### config.mk
export PLATFORM = sky130hd
export DESIGN_NAME = knob_accelerated_level_detent_core_flat
export DESIGN_NICKNAME = d
export VERILOG_FILES = /design/src/hw/rtl/kald_pkg.sv /design/src/hw/rtl/kald_ifs.sv /design/src/hw/rtl/kald_ram.sv /design/src/hw/rtl/kald_timer.sv /design/src/hw/rtl/kald_hold.sv /design/src/hw/rtl/knob_accelerated_level_detent_core.sv /design/src/flat_wrapper.sv
export SDC_FILE = /design/constraint.sdc
export NUM_CORES = 1
export LEC_CHECK = 0
export BUFFER_PORTS_ARGS = -buffer_cell sky130_fd_sc_hd__buf_2
export CORE_ASPECT_RATIO = 1.1
export CORE_MARGIN = 1.5
export CORE_UTILIZATION = 65
export CTS_BUF_LIST = sky130_fd_sc_hd__clkbuf_4 sky130_fd_sc_hd__clkbuf_8 sky130_fd_sc_hd__clkbuf_16
export DETAILED_ROUTE_END_ITERATION = 12
export PLACE_DENSITY = 0.83
export SETUP_SLACK_MARGIN = 0.3
export SLEW_MARGIN = 20
export SYNTH_ARGS = -nofsm -noshare
export SYNTH_HDL_FRONTEND = slang
export SYNTH_SLANG_ARGS = --single-unit
export TNS_END_PERCENT = 5
### constraint.sdc
create_clock -name i_clk -period 14.31 [get_ports i_clk]
set_input_delay 0 -clock i_clk [delete_from_list [all_inputs] [get_ports i_clk]]
set_output_delay 0 -clock i_clk [all_outputs]
set_load 0.1 [all_outputs]
### src/hw/rtl/kald_pkg.sv
package kald_pkg;

    // fixed field widths
    localparam int ZERO_W     = 10;
    localparam int STEP_W     = 8;
    localparam int HOLD_W     = 16;
    localparam int MS_W       = 32;
    localparam int CH_W       = 2;
    localparam int MULT_W     = 3;
    localparam int CFG_IDX_W  = 2;
    localparam int CFG_DATA_W = 16;

    // knob layout
    localparam int NUM_OFFSETS   = 2;
    localparam int NUM_TIMERS    = 6;
    localparam int TMR_AW        = 3;
    localparam int TRIG_TMR_BASE = 4;
    localparam int LEVEL_RESET   = 500;

    // acceleration thresholds in ms
    localparam logic [MS_W-1:0] ACCEL_T1 = 32'd75;
    localparam logic [MS_W-1:0] ACCEL_T2 = 32'd50;
    localparam logic [MS_W-1:0] ACCEL_T3 = 32'd25;

    // configuration reset values
    localparam logic [ZERO_W-1:0] ZERO_RESET = 10'd500;
    localparam logic [STEP_W-1:0] STEP_RESET = 8'd1;
    localparam logic [HOLD_W-1:0] HOLD_RESET = 16'd500;

    typedef logic [MS_W-1:0] t_ms;

    typedef enum logic [CFG_IDX_W-1:0] {
        CFG_ZERO_VALUE = 2'd0,
        CFG_STEP_SIZE  = 2'd1,
        CFG_HOLD_MS    = 2'd2
    } t_cfg_idx;

    // timer memory write port
    typedef struct packed {
        logic              en;
        logic [TMR_AW-1:0] addr;
        t_ms               data;
    } t_tmr_wr;

endpackage

### src/hw/rtl/kald_ifs.sv
interface kald_in_if import kald_pkg::*; ();
    logic            valid;
    logic            ready;
    logic            func;
    logic [CH_W-1:0] channel;
    logic            direction;
    t_ms             now_ms;

    modport source (output valid, func, channel, direction, now_ms, input ready);
    modport sink   (input valid, func, channel, direction, now_ms, output ready);
endinterface

interface kald_out_if import kald_pkg::*; #(parameter int LEVEL_BITS = 10) ();
    logic                  valid;
    logic                  ready;
    logic [LEVEL_BITS-1:0] new_level;
    logic                  accepted;
    logic                  knob_kind;
    logic [CH_W-1:0]       knob_channel;

    modport source (output valid, new_level, accepted, knob_kind, knob_channel, input ready);
    modport sink   (input valid, new_level, accepted, knob_kind, knob_channel, output ready);
endinterface

interface kald_cfg_if import kald_pkg::*; ();
    logic                  valid;
    logic                  ready;
    logic [CFG_IDX_W-1:0]  index;
    logic [CFG_DATA_W-1:0] data;

    modport source (output valid, index, data, input ready);
    modport sink   (input valid, index, data, output ready);
endinterface

### src/hw/rtl/kald_ram.sv
module kald_ram #(
    parameter int WIDTH = 8,
    parameter int DEPTH = 8,
    localparam int AW = (DEPTH > 1) ? $clog2(DEPTH) : 1
) (
    input  logic             i_clk,
    input  logic             i_wr_en,
    input  logic [AW-1:0]    i_wr_addr,
    input  logic [WIDTH-1:0] i_wr_data,
    input  logic             i_rd_en,
    input  logic [AW-1:0]    i_rd_addr,
    output logic [WIDTH-1:0] o_rd_data
);

    logic [WIDTH-1:0] r_mem [DEPTH];
    logic [WIDTH-1:0] r_rd_data;

    // single write port, registered read returns old data on collision
    always_ff @(posedge i_clk) begin
        if (i_wr_en) begin
            r_mem[i_wr_addr] <= i_wr_data;
        end
        if (i_rd_en) begin
            r_rd_data <= r_mem[i_rd_addr];
        end
    end

    assign o_rd_data = r_rd_data;

endmodule

### src/hw/rtl/kald_timer.sv
module kald_timer import kald_pkg::*; (
    input  logic              i_clk,
    input  logic              i_rst_n,
    input  logic              i_rd_en,
    input  logic [TMR_AW-1:0] i_rd_addr,
    input  t_tmr_wr           i_wr,
    input  t_ms               i_now,
    output logic [MULT_W-1:0] o_mult
);

    logic [NUM_TIMERS-1:0] r_vld;
    logic                  r_rd_vld;
    logic [TMR_AW-1:0]     r_rd_addr;
    t_tmr_wr               r_last;
    t_ms                   ram_q;
    t_ms                   last_t;
    t_ms                   delta;

    kald_ram #(
        .WIDTH (MS_W),
        .DEPTH (NUM_TIMERS)
    ) u_tmr_ram (
        .i_clk     (i_clk),
        .i_wr_en   (i_wr.en),
        .i_wr_addr (i_wr.addr),
        .i_wr_data (i_wr.data),
        .i_rd_en   (i_rd_en),
        .i_rd_addr (i_rd_addr),
        .o_rd_data (ram_q)
    );

    // entry valid bits, last write kept for forwarding
    always_ff @(posedge i_clk) begin
        if (!i_rst_n) begin
            r_vld    <= '0;
            r_rd_vld <= 1'b0;
            r_last   <= '0;
        end else begin
            if (i_wr.en) begin
                r_vld[i_wr.addr] <= 1'b1;
                r_last           <= i_wr;
            end
            if (i_rd_en) begin
                r_rd_vld <= (i_rd_addr < TMR_AW'(NUM_TIMERS)) ? r_vld[i_rd_addr] : 1'b0;
            end
        end
    end

    always_ff @(posedge i_clk) begin
        if (i_rd_en) begin
            r_rd_addr <= i_rd_addr;
        end
    end

    // latest write wins over the read data, unwritten entries read as zero
    always_comb begin
        if (r_last.en && (r_last.addr == r_rd_addr)) begin
            last_t = r_last.data;
        end else if (r_rd_vld) begin
            last_t = ram_q;
        end else begin
            last_t = '0;
        end
    end

    assign delta = i_now - last_t;

    // faster turns give a larger multiplier
    always_comb begin
        priority if (delta > ACCEL_T1) begin
            o_mult = 3'd1;
        end else if (delta > ACCEL_T2) begin
            o_mult = 3'd2;
        end else if (delta > ACCEL_T3) begin
            o_mult = 3'd3;
        end else begin
            o_mult = 3'd4;
        end
    end

endmodule

### src/hw/rtl/kald_hold.sv
module kald_hold import kald_pkg::*; #(
    parameter int NUM_CHANNELS = 3
) (
    input  logic              i_clk,
    input  logic              i_rst_n,
    input  logic [CH_W-1:0]   i_ch,
    input  logic              i_cand_zero,
    input  t_ms               i_now,
    input  logic [HOLD_W-1:0] i_hold_ms,
    input  logic              i_commit,
    output logic              o_ok
);

    localparam int HAW = (NUM_CHANNELS > 1) ? $clog2(NUM_CHANNELS) : 1;

    logic [NUM_CHANNELS-1:0] r_armed;
    t_ms                     r_start [NUM_CHANNELS];
    logic [HAW-1:0]          idx;
    t_ms                     age;
    logic                    expired;

    assign idx     = HAW'(i_ch);
    assign age     = i_now - r_start[idx];
    assign expired = age > MS_W'(i_hold_ms);
    assign o_ok    = i_cand_zero || !r_armed[idx] || expired;

    // arm on landing at the centre, release once the hold has run out
    always_ff @(posedge i_clk) begin
        if (!i_rst_n) begin
            r_armed <= '0;
        end else if (i_commit) begin
            if (i_cand_zero) begin
                r_armed[idx] <= 1'b1;
            end else if (r_armed[idx] && expired) begin
                r_armed[idx] <= 1'b0;
            end
        end
    end

    always_ff @(posedge i_clk) begin
        if (i_commit && i_cand_zero) begin
            r_start[idx] <= i_now;
        end
    end

endmodule

### src/hw/rtl/knob_accelerated_level_detent_core.sv
// channel   dir  signals                                   meaning
// i_turn    in   valid ready func channel direction now_ms  one detent turn
// o_result  out  valid ready new_level accepted knob_*     level after the turn
// i_cfg     in   valid ready index data                    register write, always ready
//
// one turn per cycle sustained while o_result.ready keeps up; a result passes stage 1, stage 2 and the output register
// pipeline: read level and timer memories, accel select and timer write, level update
// reset clears config to defaults; valid bits make unwritten entries read as reset values
// output stall backs up through the stages to i_turn.ready

module knob_accelerated_level_detent_core import kald_pkg::*; #(
    parameter int NUM_CHANNELS = 3,
    parameter int LEVEL_BITS   = 10
) (
    input  logic           i_clk,
    input  logic           i_rst_n,
    kald_in_if.sink        i_turn,
    kald_out_if.source     o_result,
    kald_cfg_if.sink       i_cfg
);

    localparam int NUM_LEVELS = NUM_OFFSETS + NUM_CHANNELS;
    localparam int LAW        = $clog2(NUM_LEVELS);
    localparam int SW         = LEVEL_BITS + 12;
    localparam logic [LEVEL_BITS-1:0] LEVEL_MAX = '1;
    localparam logic [LEVEL_BITS-1:0] LVL_RST   = LEVEL_BITS'(LEVEL_RESET);
    localparam logic [CH_W:0] TRIG_LIMIT =
        (NUM_CHANNELS > 4) ? (CH_W+1)'(4) : (CH_W+1)'(NUM_CHANNELS);
    localparam logic [CH_W:0] OFS_LIMIT = (CH_W+1)'(NUM_OFFSETS);

    typedef struct packed {
        logic                  en;
        logic [LAW-1:0]        addr;
        logic [LEVEL_BITS-1:0] data;
    } t_lvl_wr;

    // configuration registers
    logic [ZERO_W-1:0] r_zero;
    logic [STEP_W-1:0] r_step;
    logic [HOLD_W-1:0] r_hold;

    // stage 1
    logic              r_s1_valid;
    logic              r_s1_func;
    logic [CH_W-1:0]   r_s1_ch;
    logic              r_s1_dir;
    t_ms               r_s1_now;
    logic [LAW-1:0]    r_s1_lidx;
    logic [TMR_AW-1:0] r_s1_tidx;
    logic              r_s1_inrange;
    logic              r_s1_lvl_vld;

    // stage 2
    logic                  r_s2_valid;
    logic                  r_s2_func;
    logic [CH_W-1:0]       r_s2_ch;
    logic                  r_s2_dir;
    t_ms                   r_s2_now;
    logic [LAW-1:0]        r_s2_lidx;
    logic                  r_s2_inrange;
    logic [MULT_W-1:0]     r_s2_mult;
    logic [LEVEL_BITS-1:0] r_s2_old;

    // output register
    logic                  r_out_valid;
    logic [LEVEL_BITS-1:0] r_out_level;
    logic                  r_out_acc;
    logic                  r_out_kind;
    logic [CH_W-1:0]       r_out_ch;

    // level memory bookkeeping
    logic [NUM_LEVELS-1:0] r_lvl_vld;
    t_lvl_wr               r_lw1;
    t_lvl_wr               r_lw2;

    logic                  in_go;
    logic                  s1_go;
    logic                  s2_go;
    logic                  in_range;
    logic [LAW-1:0]        in_lidx;
    logic [TMR_AW-1:0]     in_tidx;
    logic [LEVEL_BITS-1:0] lvl_q;
    logic [LEVEL_BITS-1:0] s1_old;
    logic [MULT_W-1:0]     s1_mult;
    t_tmr_wr               tmr_wr;
    logic [LEVEL_BITS-1:0] old2;
    logic [STEP_W+MULT_W-1:0] prod;
    logic signed [SW-1:0]  old_s;
    logic signed [SW-1:0]  prod_s;
    logic signed [SW-1:0]  z_s;
    logic signed [SW-1:0]  sum;
    logic signed [SW-1:0]  snap;
    logic signed [SW-1:0]  sat;
    logic [LEVEL_BITS-1:0] cand;
    logic                  cand_zero;
    logic                  hold_ok;
    logic                  commit;
    logic                  lvl_we;
    t_lvl_wr               lvl_wr;

    // handshake and stage advance
    assign s2_go          = r_s2_valid && (!r_out_valid || o_result.ready);
    assign s1_go          = r_s1_valid && (!r_s2_valid || s2_go);
    assign i_turn.ready   = !r_s1_valid || s1_go;
    assign in_go          = i_turn.valid && i_turn.ready;
    assign i_cfg.ready    = 1'b1;

    // configuration writes
    always_ff @(posedge i_clk) begin
        if (!i_rst_n) begin
            r_zero <= ZERO_RESET;
            r_step <= STEP_RESET;
            r_hold <= HOLD_RESET;
        end else if (i_cfg.valid) begin
            unique case (t_cfg_idx'(i_cfg.index))
                CFG_ZERO_VALUE: r_zero <= i_cfg.data[ZERO_W-1:0];
                CFG_STEP_SIZE:  r_step <= i_cfg.data[STEP_W-1:0];
                CFG_HOLD_MS:    r_hold <= i_cfg.data;
                default: begin
                end
            endcase
        end
    end

    // input decode: level entry and timer entry
    always_comb begin
        if (i_turn.func) begin
            in_range = {1'b0, i_turn.channel} < TRIG_LIMIT;
            in_lidx  = LAW'(NUM_OFFSETS) + LAW'(i_turn.channel);
            in_tidx  = TMR_AW'(TRIG_TMR_BASE) | TMR_AW'(i_turn.direction);
        end else begin
            in_range = {1'b0, i_turn.channel} < OFS_LIMIT;
            in_lidx  = LAW'(i_turn.channel);
            in_tidx  = {1'b0, i_turn.channel[0], i_turn.direction};
        end
    end

    kald_ram #(
        .WIDTH (LEVEL_BITS),
        .DEPTH (NUM_LEVELS)
    ) u_lvl_ram (
        .i_clk     (i_clk),
        .i_wr_en   (lvl_wr.en),
        .i_wr_addr (lvl_wr.addr),
        .i_wr_data (lvl_wr.data),
        .i_rd_en   (in_go),
        .i_rd_addr (in_lidx),
        .o_rd_data (lvl_q)
    );

    assign tmr_wr.en   = s1_go && r_s1_inrange;
    assign tmr_wr.addr = r_s1_tidx;
    assign tmr_wr.data = r_s1_now;

    kald_timer u_timer (
        .i_clk     (i_clk),
        .i_rst_n   (i_rst_n),
        .i_rd_en   (in_go),
        .i_rd_addr (in_tidx),
        .i_wr      (tmr_wr),
        .i_now     (r_s1_now),
        .o_mult    (s1_mult)
    );

    // stage 1 registers
    always_ff @(posedge i_clk) begin
        if (!i_rst_n) begin
            r_s1_valid <= 1'b0;
        end else if (in_go) begin
            r_s1_valid <= 1'b1;
        end else if (s1_go) begin
            r_s1_valid <= 1'b0;
        end
    end

    always_ff @(posedge i_clk) begin
        if (in_go) begin
            r_s1_func    <= i_turn.func;
            r_s1_ch      <= i_turn.channel;
            r_s1_dir     <= i_turn.direction;
            r_s1_now     <= i_turn.now_ms;
            r_s1_lidx    <= in_lidx;
            r_s1_tidx    <= in_tidx;
            r_s1_inrange <= in_range;
            r_s1_lvl_vld <= (in_lidx < LAW'(NUM_LEVELS)) ? r_lvl_vld[in_lidx] : 1'b0;
        end
    end

    // level forwarding from the two latest writes
    always_comb begin
        if (r_lw1.en && (r_lw1.addr == r_s1_lidx)) begin
            s1_old = r_lw1.data;
        end else if (r_lw2.en && (r_lw2.addr == r_s1_lidx)) begin
            s1_old = r_lw2.data;
        end else if (r_s1_lvl_vld) begin
            s1_old = lvl_q;
        end else begin
            s1_old = LVL_RST;
        end
    end

    // stage 2 registers
    always_ff @(posedge i_clk) begin
        if (!i_rst_n) begin
            r_s2_valid <= 1'b0;
        end else if (s1_go) begin
            r_s2_valid <= 1'b1;
        end else if (s2_go) begin
            r_s2_valid <= 1'b0;
        end
    end

    always_ff @(posedge i_clk) begin
        if (s1_go) begin
            r_s2_func    <= r_s1_func;
            r_s2_ch      <= r_s1_ch;
            r_s2_dir     <= r_s1_dir;
            r_s2_now     <= r_s1_now;
            r_s2_lidx    <= r_s1_lidx;
            r_s2_inrange <= r_s1_inrange;
            r_s2_mult    <= s1_mult;
            r_s2_old     <= s1_old;
        end
    end

    // a write on the edge that moved the item into stage 2
    assign old2 = (r_lw1.en && (r_lw1.addr == r_s2_lidx)) ? r_lw1.data : r_s2_old;

    // accelerated step, centre snap, saturation
    assign prod   = (STEP_W+MULT_W)'(r_step) * (STEP_W+MULT_W)'(r_s2_mult);
    assign old_s  = SW'(old2);
    assign prod_s = SW'(prod);
    assign z_s    = SW'(r_zero);
    assign sum    = r_s2_dir ? (old_s + prod_s) : (old_s - prod_s);

    always_comb begin
        if (((old_s > z_s) && (sum < z_s)) || ((old_s < z_s) && (sum > z_s))) begin
            snap = z_s;
        end else begin
            snap = sum;
        end
        priority if (snap < 0) begin
            sat = '0;
        end else if (snap > SW'(LEVEL_MAX)) begin
            sat = SW'(LEVEL_MAX);
        end else begin
            sat = snap;
        end
    end

    assign cand      = sat[LEVEL_BITS-1:0];
    assign cand_zero = (sat == z_s);
    assign commit    = s2_go && r_s2_inrange;

    kald_hold #(
        .NUM_CHANNELS (NUM_CHANNELS)
    ) u_hold (
        .i_clk       (i_clk),
        .i_rst_n     (i_rst_n),
        .i_ch        (r_s2_ch),
        .i_cand_zero (cand_zero),
        .i_now       (r_s2_now),
        .i_hold_ms   (r_hold),
        .i_commit    (commit),
        .o_ok        (hold_ok)
    );

    assign lvl_we      = commit && hold_ok;
    assign lvl_wr.en   = lvl_we;
    assign lvl_wr.addr = r_s2_lidx;
    assign lvl_wr.data = cand;

    // level valid bits and write history
    always_ff @(posedge i_clk) begin
        if (!i_rst_n) begin
            r_lvl_vld <= '0;
            r_lw1     <= '0;
            r_lw2     <= '0;
        end else if (lvl_we) begin
            r_lvl_vld[r_s2_lidx] <= 1'b1;
            r_lw1                <= lvl_wr;
            r_lw2                <= r_lw1;
        end
    end

    // output register
    always_ff @(posedge i_clk) begin
        if (!i_rst_n) begin
            r_out_valid <= 1'b0;
        end else if (s2_go) begin
            r_out_valid <= 1'b1;
        end else if (o_result.ready) begin
            r_out_valid <= 1'b0;
        end
    end

    always_ff @(posedge i_clk) begin
        if (s2_go) begin
            r_out_kind <= r_s2_func;
            r_out_ch   <= r_s2_ch;
            r_out_acc  <= r_s2_inrange && hold_ok;
            if (!r_s2_inrange) begin
                r_out_level <= '0;
            end else if (hold_ok) begin
                r_out_level <= cand;
            end else begin
                r_out_level <= old2;
            end
        end
    end

    assign o_result.valid        = r_out_valid;
    assign o_result.new_level    = r_out_level;
    assign o_result.accepted     = r_out_acc;
    assign o_result.knob_kind    = r_out_kind;
    assign o_result.knob_channel = r_out_ch;

    a_in_fills_s1: assert property (@(posedge i_clk) disable iff (!i_rst_n)
        in_go |=> r_s1_valid)
        else $error("accepted turn did not reach stage 1");

    a_s2_fills_out: assert property (@(posedge i_clk) disable iff (!i_rst_n)
        s2_go |=> r_out_valid)
        else $error("stage 2 advanced without a result");

    a_wr_in_range: assert property (@(posedge i_clk) disable iff (!i_rst_n)
        lvl_we |-> (s2_go && r_s2_inrange))
        else $error("level write for an ignored turn");

    a_wr_history: assert property (@(posedge i_clk) disable iff (!i_rst_n)
        lvl_we |=> (r_lw1.en && (r_lw1.data == $past(cand))))
        else $error("write history missed a level write");

endmodule

### src/flat_wrapper.sv
// flat-port wrapper written by rule: the top's interface ports become plain ports
module knob_accelerated_level_detent_core_flat import kald_pkg::*;
#(
    parameter int NUM_CHANNELS = 3,
    parameter int LEVEL_BITS   = 10
)
  (i_clk, i_rst_n, i_turn_valid, i_turn_func, i_turn_channel, i_turn_direction, i_turn_now_ms, i_turn_ready, o_result_valid, o_result_new_level, o_result_accepted, o_result_knob_kind, o_result_knob_channel, o_result_ready, i_cfg_valid, i_cfg_index, i_cfg_data, i_cfg_ready);
  kald_in_if i_turn_i ();
  kald_out_if #(.LEVEL_BITS(LEVEL_BITS)) o_result_i ();
  kald_cfg_if i_cfg_i ();
  input  logic i_clk;
  input  logic i_rst_n;
  input wire logic [$bits(i_turn_i.valid)-1:0] i_turn_valid;
  input wire logic [$bits(i_turn_i.func)-1:0] i_turn_func;
  input wire logic [$bits(i_turn_i.channel)-1:0] i_turn_channel;
  input wire logic [$bits(i_turn_i.direction)-1:0] i_turn_direction;
  input wire logic [$bits(i_turn_i.now_ms)-1:0] i_turn_now_ms;
  output wire logic [$bits(i_turn_i.ready)-1:0] i_turn_ready;
  output wire logic [$bits(o_result_i.valid)-1:0] o_result_valid;
  output wire logic [$bits(o_result_i.new_level)-1:0] o_result_new_level;
  output wire logic [$bits(o_result_i.accepted)-1:0] o_result_accepted;
  output wire logic [$bits(o_result_i.knob_kind)-1:0] o_result_knob_kind;
  output wire logic [$bits(o_result_i.knob_channel)-1:0] o_result_knob_channel;
  input wire logic [$bits(o_result_i.ready)-1:0] o_result_ready;
  input wire logic [$bits(i_cfg_i.valid)-1:0] i_cfg_valid;
  input wire logic [$bits(i_cfg_i.index)-1:0] i_cfg_index;
  input wire logic [$bits(i_cfg_i.data)-1:0] i_cfg_data;
  output wire logic [$bits(i_cfg_i.ready)-1:0] i_cfg_ready;
  assign i_turn_i.valid = i_turn_valid;
  assign i_turn_i.func = i_turn_func;
  assign i_turn_i.channel = i_turn_channel;
  assign i_turn_i.direction = i_turn_direction;
  assign i_turn_i.now_ms = i_turn_now_ms;
  assign i_turn_ready = i_turn_i.ready;
  assign o_result_valid = o_result_i.valid;
  assign o_result_new_level = o_result_i.new_level;
  assign o_result_accepted = o_result_i.accepted;
  assign o_result_knob_kind = o_result_i.knob_kind;
  assign o_result_knob_channel = o_result_i.knob_channel;
  assign o_result_i.ready = o_result_ready;
  assign i_cfg_i.valid = i_cfg_valid;
  assign i_cfg_i.index = i_cfg_index;
  assign i_cfg_i.data = i_cfg_data;
  assign i_cfg_ready = i_cfg_i.ready;
  knob_accelerated_level_detent_core #(.NUM_CHANNELS(NUM_CHANNELS), .LEVEL_BITS(LEVEL_BITS)) u_core (.i_clk(i_clk), .i_rst_n(i_rst_n), .i_turn(i_turn_i), .o_result(o_result_i), .i_cfg(i_cfg_i));
endmodule
## After elaboration in Yosys (flattened, before gate mapping)

Memory sizes are Yosys's and may differ from the RTL's. A register that Yosys moved wholly into a read port is not among the register bits.
Index checks and enable logic that the tools add are counted.

- Register bits after elaboration: 227
- Output and inout bits: 17
- Memory bits (writable): 338
- Logic and storage cells: 165
- Memories: 3

- Bitwise operators: 5
- Mux-type cells: 44
- Add/subtract/negate cells: 5
- Equal/unequal tests: 7
- Reductions and logical operators: 38
- Multipliers: 1
- Magnitude comparators: 22

Memory list:

| memory | depth | bits a word | rd ports | clocked after memory_dff | wr ports | RTL line | text |
|---|---|---|---|---|---|---|---|
| u_core.u_timer.u_tmr_ram.r_mem | 6 | 32 | 1 | 1 | 1 | kald_ram.sv:15 | `logic [WIDTH-1:0] r_mem [DEPTH];` |
| u_core.u_hold.r_start | 3 | 32 | 1 | 1 | 1 | kald_hold.sv:17 | `t_ms r_start [NUM_CHANNELS];` |
| u_core.u_lvl_ram.r_mem | 5 | 10 | 1 | 1 | 1 | kald_ram.sv:15 |  |

Operators by type and width:

| kind | count |
|---|---|
| 22-bit two-way mux | 4 |
| 32-bit two-way mux | 2 |
| 32-bit subtractor | 2 |
| 10-bit two-way mux | 5 |
| 32-bit by 16-bit > comparator with 1-bit output | 1 |
| 32-bit by 5-bit > comparator with 1-bit output (second input constant) | 1 |
| 32-bit by 6-bit > comparator with 1-bit output (second input constant) | 1 |
| 32-bit by 7-bit > comparator with 1-bit output (second input constant) | 1 |
| 22-bit by 11-bit equality test with 1-bit output | 1 |
| 22-bit by 10-bit > comparator with 1-bit output (second input constant) | 1 |
| 22-bit by 11-bit > comparator with 1-bit output | 1 |
| 22-bit by 1-bit less-than comparator with 1-bit output (second input constant) | 1 |
| 22-bit by 11-bit less-than comparator with 1-bit output | 1 |
| 1-bit two-way mux | 20 |
| 1-bit logical AND | 18 |
| 3-bit by 4-bit less-than comparator with 1-bit output (second input constant) | 4 |
| 3-bit two-way mux | 5 |
| 10-bit by 11-bit adder with 12-bit output | 1 |
| 3-bit equality test | 4 |
| 10-bit by 11-bit subtractor with 12-bit output | 1 |
| 8-bit by 3-bit multiplier with 11-bit output | 1 |
| 10-bit > comparator | 1 |
| 10-bit less-than comparator | 1 |
| 2-bit AND reduction | 4 |
| other kinds (23) | 40 |

## Depth between registers and ports, before layout

- Word-level depth: 18
- Depth in mapped cells: 29
- Depth with buffers taken out: 28

## By module

From an unflattened synthesis, not the netlist that was laid out.

- Cells, all modules: 2519
- Area, all modules: 30246.5 µm²

Modules (own cells, without submodules):

| module | instances | area an instance (µm²) | seq. area each (µm²) | cells each |
|---|---|---|---|---|
| knob_accelerated_level_detent_core | 1 | 8946.1 | 4614.4 | 862 |
| kald_ram (u_core.u_timer.u_tmr_ram) | 1 | 8379.3 | 6726.5 | 418 |
| kald_hold | 1 | 6351.1 | 2942.8 | 600 |
| kald_timer | 1 | 4182.8 | 950.9 | 516 |
| kald_ram (u_core.u_lvl_ram) | 1 | 2387.3 | 1801.7 | 123 |

## Least setup slack after synthesis

Ideal clock, no wire load.

- Kind: register -> register
- Start: register u_core.r_s2_mult[2]
- End: memory u_core.u_hold.r_start[0][0] (netlist bit) (enable)
- Data arrival time: 6.433 ns
- Required time: 13.889 ns
- Setup time: 0.421 ns
- Path buffers: 0
- Slack: 7.456 ns
- Cell stages (with the launch flop): 25
- Period minus slack after synthesis: 6.854 ns
- Path through: edfxtp_1 > nand2_1 > fa_1 > inv_1 > ha_1 > fa_1 > a211oi_1 > nor2_1 > nor2_1 > nor2_1 > nor2_1 > xnor2_1 > ha_1 > nand2_1 > o311a_1 > a211oi_1 > xnor2_1 > ha_1 > nand4_1 > o21a_1 > o21ai_0 > a32oi_2 > a21boi_0 > or3_1 > nor2_1

- Word-level cells in the longest chain between the ends: 14
- Elaborated cells on any way between the ends: 18
- Classes of those cells: add/sub (2); mul (1); order compare (4); eq/ne (1); mux (6); reduce/logical (4)

RTL lines:

| what | RTL line | text |
|---|---|---|
| start: declaration | knob_accelerated_level_detent_core.sv:61 | `logic [MULT_W-1:0] r_s2_mult;` |
| start signal: assignment | knob_accelerated_level_detent_core.sv:221 | `r_s2_mult <= s1_mult;` |
| 8-bit by 3-bit multiplier with 11-bit output (*) | knob_accelerated_level_detent_core.sv:230 | `assign prod = (STEP_W+MULT_W)'(r_step) * (STEP_W+MULT_W)'(r_s2_mult);` |
| 10-bit by 11-bit subtractor with 12-bit output or 10-bit by 11-bit adder with 12-bit output (tied branches) | knob_accelerated_level_detent_core.sv:234 | `assign sum = r_s2_dir ? (old_s + prod_s) : (old_s - prod_s);` |
| 22-bit two-way mux (*) | knob_accelerated_level_detent_core.sv:234 |  |
| 22-bit by 11-bit less-than comparator with 1-bit output or 22-bit by 11-bit > comparator with 1-bit output (tied branches) | knob_accelerated_level_detent_core.sv:237 | `if (((old_s > z_s) && (sum < z_s)) \|\| ((old_s < z_s) && (sum > z_s))) begin` |
| 1-bit logical AND | knob_accelerated_level_detent_core.sv:237 |  |
| 1-bit logical OR | knob_accelerated_level_detent_core.sv:237 |  |
| 22-bit two-way mux (*) | knob_accelerated_level_detent_core.sv:237 |  |
| 22-bit by 10-bit > comparator with 1-bit output | knob_accelerated_level_detent_core.sv:244 | `end else if (snap > SW'(LEVEL_MAX)) begin` |
| 22-bit two-way mux | knob_accelerated_level_detent_core.sv:244 |  |
| 22-bit two-way mux (*) | knob_accelerated_level_detent_core.sv:242 | `priority if (snap < 0) begin` |
| 22-bit by 11-bit equality test with 1-bit output (*) | knob_accelerated_level_detent_core.sv:252 | `assign cand_zero = (sat == z_s);` |
| 1-bit logical AND (*) | kald_hold.sv:41 | `if (i_commit && i_cand_zero) begin` |
| 1-bit two-way mux (*) | kald_hold.sv:41 |  |
| 1-bit two-way mux (implied by the code) (*) | kald_hold.sv:42 | `r_start[idx] <= i_now;` |
| end: declaration | kald_hold.sv:17 |  |

Every way passes the cells marked *; elsewhere a longest branch is shown, timed or not.

## Final worst setup path

- Start: register u_core.r_s2_mult[2]
- End: memory u_core.u_lvl_ram.r_mem[4][5] (netlist bit) (enable)

- Word-level cells in the longest chain between the ends: 16
- Elaborated cells on any way between the ends: 20
- Classes of those cells: add/sub (2); mul (1); order compare (4); eq/ne (1); mux (6); reduce/logical (6)

RTL lines:

| what | RTL line | text |
|---|---|---|
| 8-bit by 3-bit multiplier with 11-bit output (*) | knob_accelerated_level_detent_core.sv:230 |  |
| 10-bit by 11-bit subtractor with 12-bit output or 10-bit by 11-bit adder with 12-bit output (tied branches) | knob_accelerated_level_detent_core.sv:234 |  |
| 22-bit two-way mux (*) | knob_accelerated_level_detent_core.sv:234 |  |
| 22-bit by 11-bit less-than comparator with 1-bit output or 22-bit by 11-bit > comparator with 1-bit output (tied branches) | knob_accelerated_level_detent_core.sv:237 |  |
| 1-bit logical AND | knob_accelerated_level_detent_core.sv:237 |  |
| 1-bit logical OR | knob_accelerated_level_detent_core.sv:237 |  |
| 22-bit two-way mux (*) | knob_accelerated_level_detent_core.sv:237 |  |
| 22-bit by 10-bit > comparator with 1-bit output | knob_accelerated_level_detent_core.sv:244 |  |
| 22-bit two-way mux | knob_accelerated_level_detent_core.sv:244 |  |
| 22-bit two-way mux (*) | knob_accelerated_level_detent_core.sv:242 |  |
| 22-bit by 11-bit equality test with 1-bit output (*) | knob_accelerated_level_detent_core.sv:252 |  |
| 1-bit logical OR (*) (2 in a row) | kald_hold.sv:25 | `assign o_ok = i_cand_zero \|\| !r_armed[idx] \|\| expired;` |
| 1-bit logical AND (*) | knob_accelerated_level_detent_core.sv:268 | `assign lvl_we = commit && hold_ok;` |
| 1-bit two-way mux (*) | kald_ram.sv:20 | `if (i_wr_en) begin` |
| 1-bit two-way mux (implied by the code) (*) | kald_ram.sv:21 | `r_mem[i_wr_addr] <= i_wr_data;` |
| end: declaration | kald_ram.sv:15 |  |

Marked as above.

==> run summary <==
The number of cell rows came out at 81. The antenna diode count was 0. The total area of multi-input combinational cells was 11600 µm²; the total nets after synthesis was 2615.

The detailed router finished its first iteration with 1833 violations. The logs give 0 for the total count of max-transition violations in the final report and 31.6% for the total global-route track usage. The die is 225 µm tall. The relative slew slack was 26.8%. Number of global-route vias before repair: 20400. The largest area contributor in the synthesized netlist is sky130_fd_sc_hd__edfxtp_1. In this run the worst path has a maximum fanout of 30.

Relative to the synthesized area, the layout overhead comes to 12.3%. Max-cap violations in this run came to 0. The dominant synthesized flop cell is sky130_fd_sc_hd__edfxtp_1.

The cell with the largest stage delay on the worst path is sky130_fd_sc_hd__nor2_4. In this run the static leakage power is 12.0 nW. The first detailed-routing pass ran for 5 iterations.

The async set-or-reset flop fraction in the synthesized netlist is 0%. The required time at the worst-slack endpoint is 14.58 ns. Power per unit of standard cell area: 128 nW/µm². The tools report the launching element type of the critical path as a flop. Dividing the final minimum period by the clock period gives 52.5%.

The first global-routing pass estimated 112 mm of wire. Dividing the detail-routed wire length by the instance count gives 22.8 µm. Summed over its instances, the top area cell type makes up 50.1% of the synthesized netlist area. The run gives 46200 µm² as the die area.

Synthesis produced 2415 cells. The initial standard-cell utilization of the core was 65.8%; the initial antenna violation count was 0. The logs give 133 MHz for the maximum achievable frequency and 57 for the TritonCTS buffer count. The XOR/XNOR share of the synthesized area is 1.83%.

Library cell with the highest instance count after synthesis: sky130_fd_sc_hd__edfxtp_1. STA puts the critical path data arrival time at 7.78 ns. Cells with a size suffix above 1 make up 12.1% of the layout. TritonCTS built the clock tree.

The clock period minus final worst setup slack is 7.52 ns. The final weighted congestion in routability-driven placement is 0.920. The count of final hold-check violations is 0, and the clock tree buffer depth is 3. The Yosys step of the flow raised 0 warnings. After legalization and detailed placement, the total HPWL measured 45.8 mm. The remaining antenna violation count after routing was 0; the number of sinks on the clock net was 605. For the number of unique standard cell types used by synthesis, the log shows 80. The final setup violation count was 0; the average cell area after synthesis was 12.1 µm². Sorting the synthesized cells by how often they occur yields sky130_fd_sc_hd__edfxtp_1 (487), sky130_fd_sc_hd__nand2_1 (284), sky130_fd_sc_hd__a21oi_1 (208), sky130_fd_sc_hd__nor2_1 (150), sky130_fd_sc_hd__ha_1 (130). The family with the most delay on the worst path was simple AND/OR/NAND/NOR gates.

After floorplanning, the core was sized to cover 44400 µm². After detailed routing, the total wire length is 72.3 mm. The highest cell delay on the worst timing path came out at 0.85 ns. Setup repair after global routing left no endpoint under its margin. For the final routed database, the setup TNS stands at 0 ns. The cell area that synthesis handed to floorplanning was 29200 µm². Counting both buffers and inverters, the worst setup path holds a total of 2. The remaining global-route overflow is 0, and the horizontal die dimension is 205 µm.

Across the whole layout, storage elements account for 17000 µm². On the final layout, the worst clock skew is 0.0236 ns. The tools report the number of fillers in the final layout as 2827.

In this run the tool buffered the top-level ports with 74 buffer cells. Cell type with the highest occurrence count on the critical path: sky130_fd_sc_hd__nor2_1. At the pin with the least slew margin, the transition time is 1.10 ns.

The flow ran to the end, and the final reports show no timing, DRC or antenna violations. The tightest min-delay check is of the in2reg type. The clock network latency to the later pin of the worst-skew pair is 0.63 ns. After synthesis, the cell types taking the most area are sky130_fd_sc_hd__edfxtp_1 (50%), sky130_fd_sc_hd__dfxtp_1 (8.1%), sky130_fd_sc_hd__ha_1 (5.6%).

The total number of H-tree levels was 2; the flip-flop and latch count after synthesis was 605. The net total in the final layout is 2739, and the multiplexer share of the synthesized area is 8.56%. Dominant combinational cell family by area after synthesis: simple AND/OR/NAND/NOR gates. IR analysis of the VDD net gives a maximum drop of 0.190 mV.

The synthesized netlist devotes 11.2% of its cell area to compound gates. Entering global routing, the biggest net connects 78 pins. The number of placed instances with taps included came out at 3000.

The worst setup path is of the reg2reg kind. Excluding fillers, the count of instances in the completed layout stands at 3169. In this run the post-CTS setup repair buffer count came out at 0. Detailed routing inserted a total of 20300 vias. The run gives 76 as the top-level I/O count. The tools report the clock root buffer as sky130_fd_sc_hd__clkbuf_16. The nature of the critical path endpoint was a flop.

Counting flops with a built-in enable in the synthesized netlist gives 487. After clock tree synthesis, the clock-pin slew on the worst setup and hold paths is 0.06 ns. Of the synthesized area, sequential elements account for 58.2%. Share of synthesized cell area in and, or, nand and nor gates: 11.4%.

The remaining design rule violation count was 0; the fraction of the mapped netlist area in adder cells was 6.32%. Dividing the detail-routed via count by the number of cells gives 6.40.
-- cell type report --
cell class	count	area share [%]
Clock buffer	79	4.87
Tap cell	581	2.22
Clock inverter	29	1.19
Timing Repair Buffer	163	3.65
Sequential cell	605	51.8
Multi-Input combinational cell	1620	35.2
Inverter	92	1.06
-- registers in the layout (all words and copies together), names as in the netlist, 6 cells and up, named ones only --
signal,flops
u_core.u_timer.r_vld,6
u_core.u_hold.r_start,96
u_core.u_timer.u_tmr_ram.o_rd_data,32
u_core.r_s2_now,32
u_core.r_lw2,14
u_core.u_lvl_ram.o_rd_data,10
u_core.r_lw1,14
u_core.r_s2_old,10
u_core.u_timer.u_tmr_ram.r_mem,192
u_core.u_timer.r_last,36
u_core.r_zero,10
u_core.r_s1_now,32
u_core.r_hold,16
u_core.r_step,8
u_core.u_lvl_ram.r_mem,50
u_core.o_result.new_level,10
-- layout by cell type (no fill, tap or decap), types with 21 or more instances in the layout --
master,instances
sky130_fd_sc_hd__mux2i_1,125
sky130_fd_sc_hd__nand4_1,26
sky130_fd_sc_hd__o21ai_0,103
sky130_fd_sc_hd__nand2_1,284
sky130_fd_sc_hd__nor2b_1,31
sky130_fd_sc_hd__a21oi_1,208
sky130_fd_sc_hd__buf_4,28
sky130_fd_sc_hd__clkbuf_16,57
sky130_fd_sc_hd__dlygate4sd3_1,61
sky130_fd_sc_hd__and3_1,42
sky130_fd_sc_hd__dfxtp_1,115
sky130_fd_sc_hd__a21o_1,33
sky130_fd_sc_hd__xnor2_1,47
sky130_fd_sc_hd__mux4_2,43
sky130_fd_sc_hd__inv_1,89
sky130_fd_sc_hd__buf_2,73
sky130_fd_sc_hd__nand3_1,24
sky130_fd_sc_hd__mux2_2,25
sky130_fd_sc_hd__clkbuf_4,21
sky130_fd_sc_hd__nor2_1,146
sky130_fd_sc_hd__nor3_1,29
sky130_fd_sc_hd__edfxtp_1,487
sky130_fd_sc_hd__o211ai_1,31
sky130_fd_sc_hd__ha_1,130
-- worst reg2reg max path, delay by kind of cell (launching register included) --
family / cells / cell delay (ns)
compound gates: 8 / 1.70
flops: 1 / 0.48
fa+ha+maj: 5 / 1.90
xor+xnor: 2 / 0.30
buf+inv: 2 / 0.28
simple gates: 11 / 2.50
-- worst paths after layout --
| path | slack [ns] | depth (start not counted) | startpoint | endpoint |
|---|---|---|---|---|
| max | 6.79 | 28 | u_core.r_s2_mult[2]$_SDFFCE_PP0P_ | u_core.u_lvl_ram.r_mem[4][5]$_DFFE_PP_ |
| min reg2reg | 0.46 | 0 | u_core.r_s2_func$_DFFE_PP_ | u_core.o_result.knob_kind$_DFFE_PP_ |
| min | 0.05 | 3 | i_turn_direction | u_core.u_timer.u_tmr_ram.o_rd_data[26]$_DFFE_PP_ |
| max reg2reg | 6.79 | 28 | u_core.r_s2_mult[2]$_SDFFCE_PP0P_ | u_core.u_lvl_ram.r_mem[4][5]$_DFFE_PP_ |
-- logic make-up (layout without fill, tap and decap cells) --
family	after synthesis	in the layout
AND/OR/NAND/NOR	699	699
flip-flops	605	605
AO/OA/AOI/OAI	525	525
multiplexers	193	193
buffers and inverters	190	363
adder cells (fa/ha/maj)	141	141
XOR/XNOR	61	61
other	1	1
-- per-stage QoR --
stage          instance area (µm²)  setup WS, ns  utilization (%)  hold slack, ns  power [W]
6_report                     32800          6.79             73.9          0.0507    0.00419
3_5_place_dp                 30200          6.91             68.0           0.178    0.00261
4_1_cts                      32800          6.88             73.9          0.0378    0.00418
3_3_place_gp                 30200          7.09             68.0           0.176    0.00259
5_1_grt                      32800          6.29             73.9          0.0509    0.00433
2_1_floorplan                29200          7.46                -          0.0989    0.00244
-- per-layer routing --
layer / part of all wire (%) / GRT usage (%) / up-vias
li1: - / - / 9298
met1: 41 / 42.6 / 9979
met2: 49 / 53.3 / 863
met3: 7.3 / 4.68 / 136
met4: 2.3 / 9.30 / 0
met5: 0 / 0 / -
-- where the power goes --
part / leakage, nW / switching, W / internal, W
registers: 5.43 / 0.0000548 / 0.00197
clock network: 0.991 / 0.000668 / 0.000917
logic: 5.58 / 0.000362 / 0.000219
total: 12.0 / 0.00108 / 0.00310
-- timing repair --
action | CTS | global route
hold buffers | 61 | 0
endpoints found under the hold margin | 80 | 0
gates resized for setup | 0 | 0
setup endpoints to repair | 0 | 0
(Power assumes the default switching activity.)
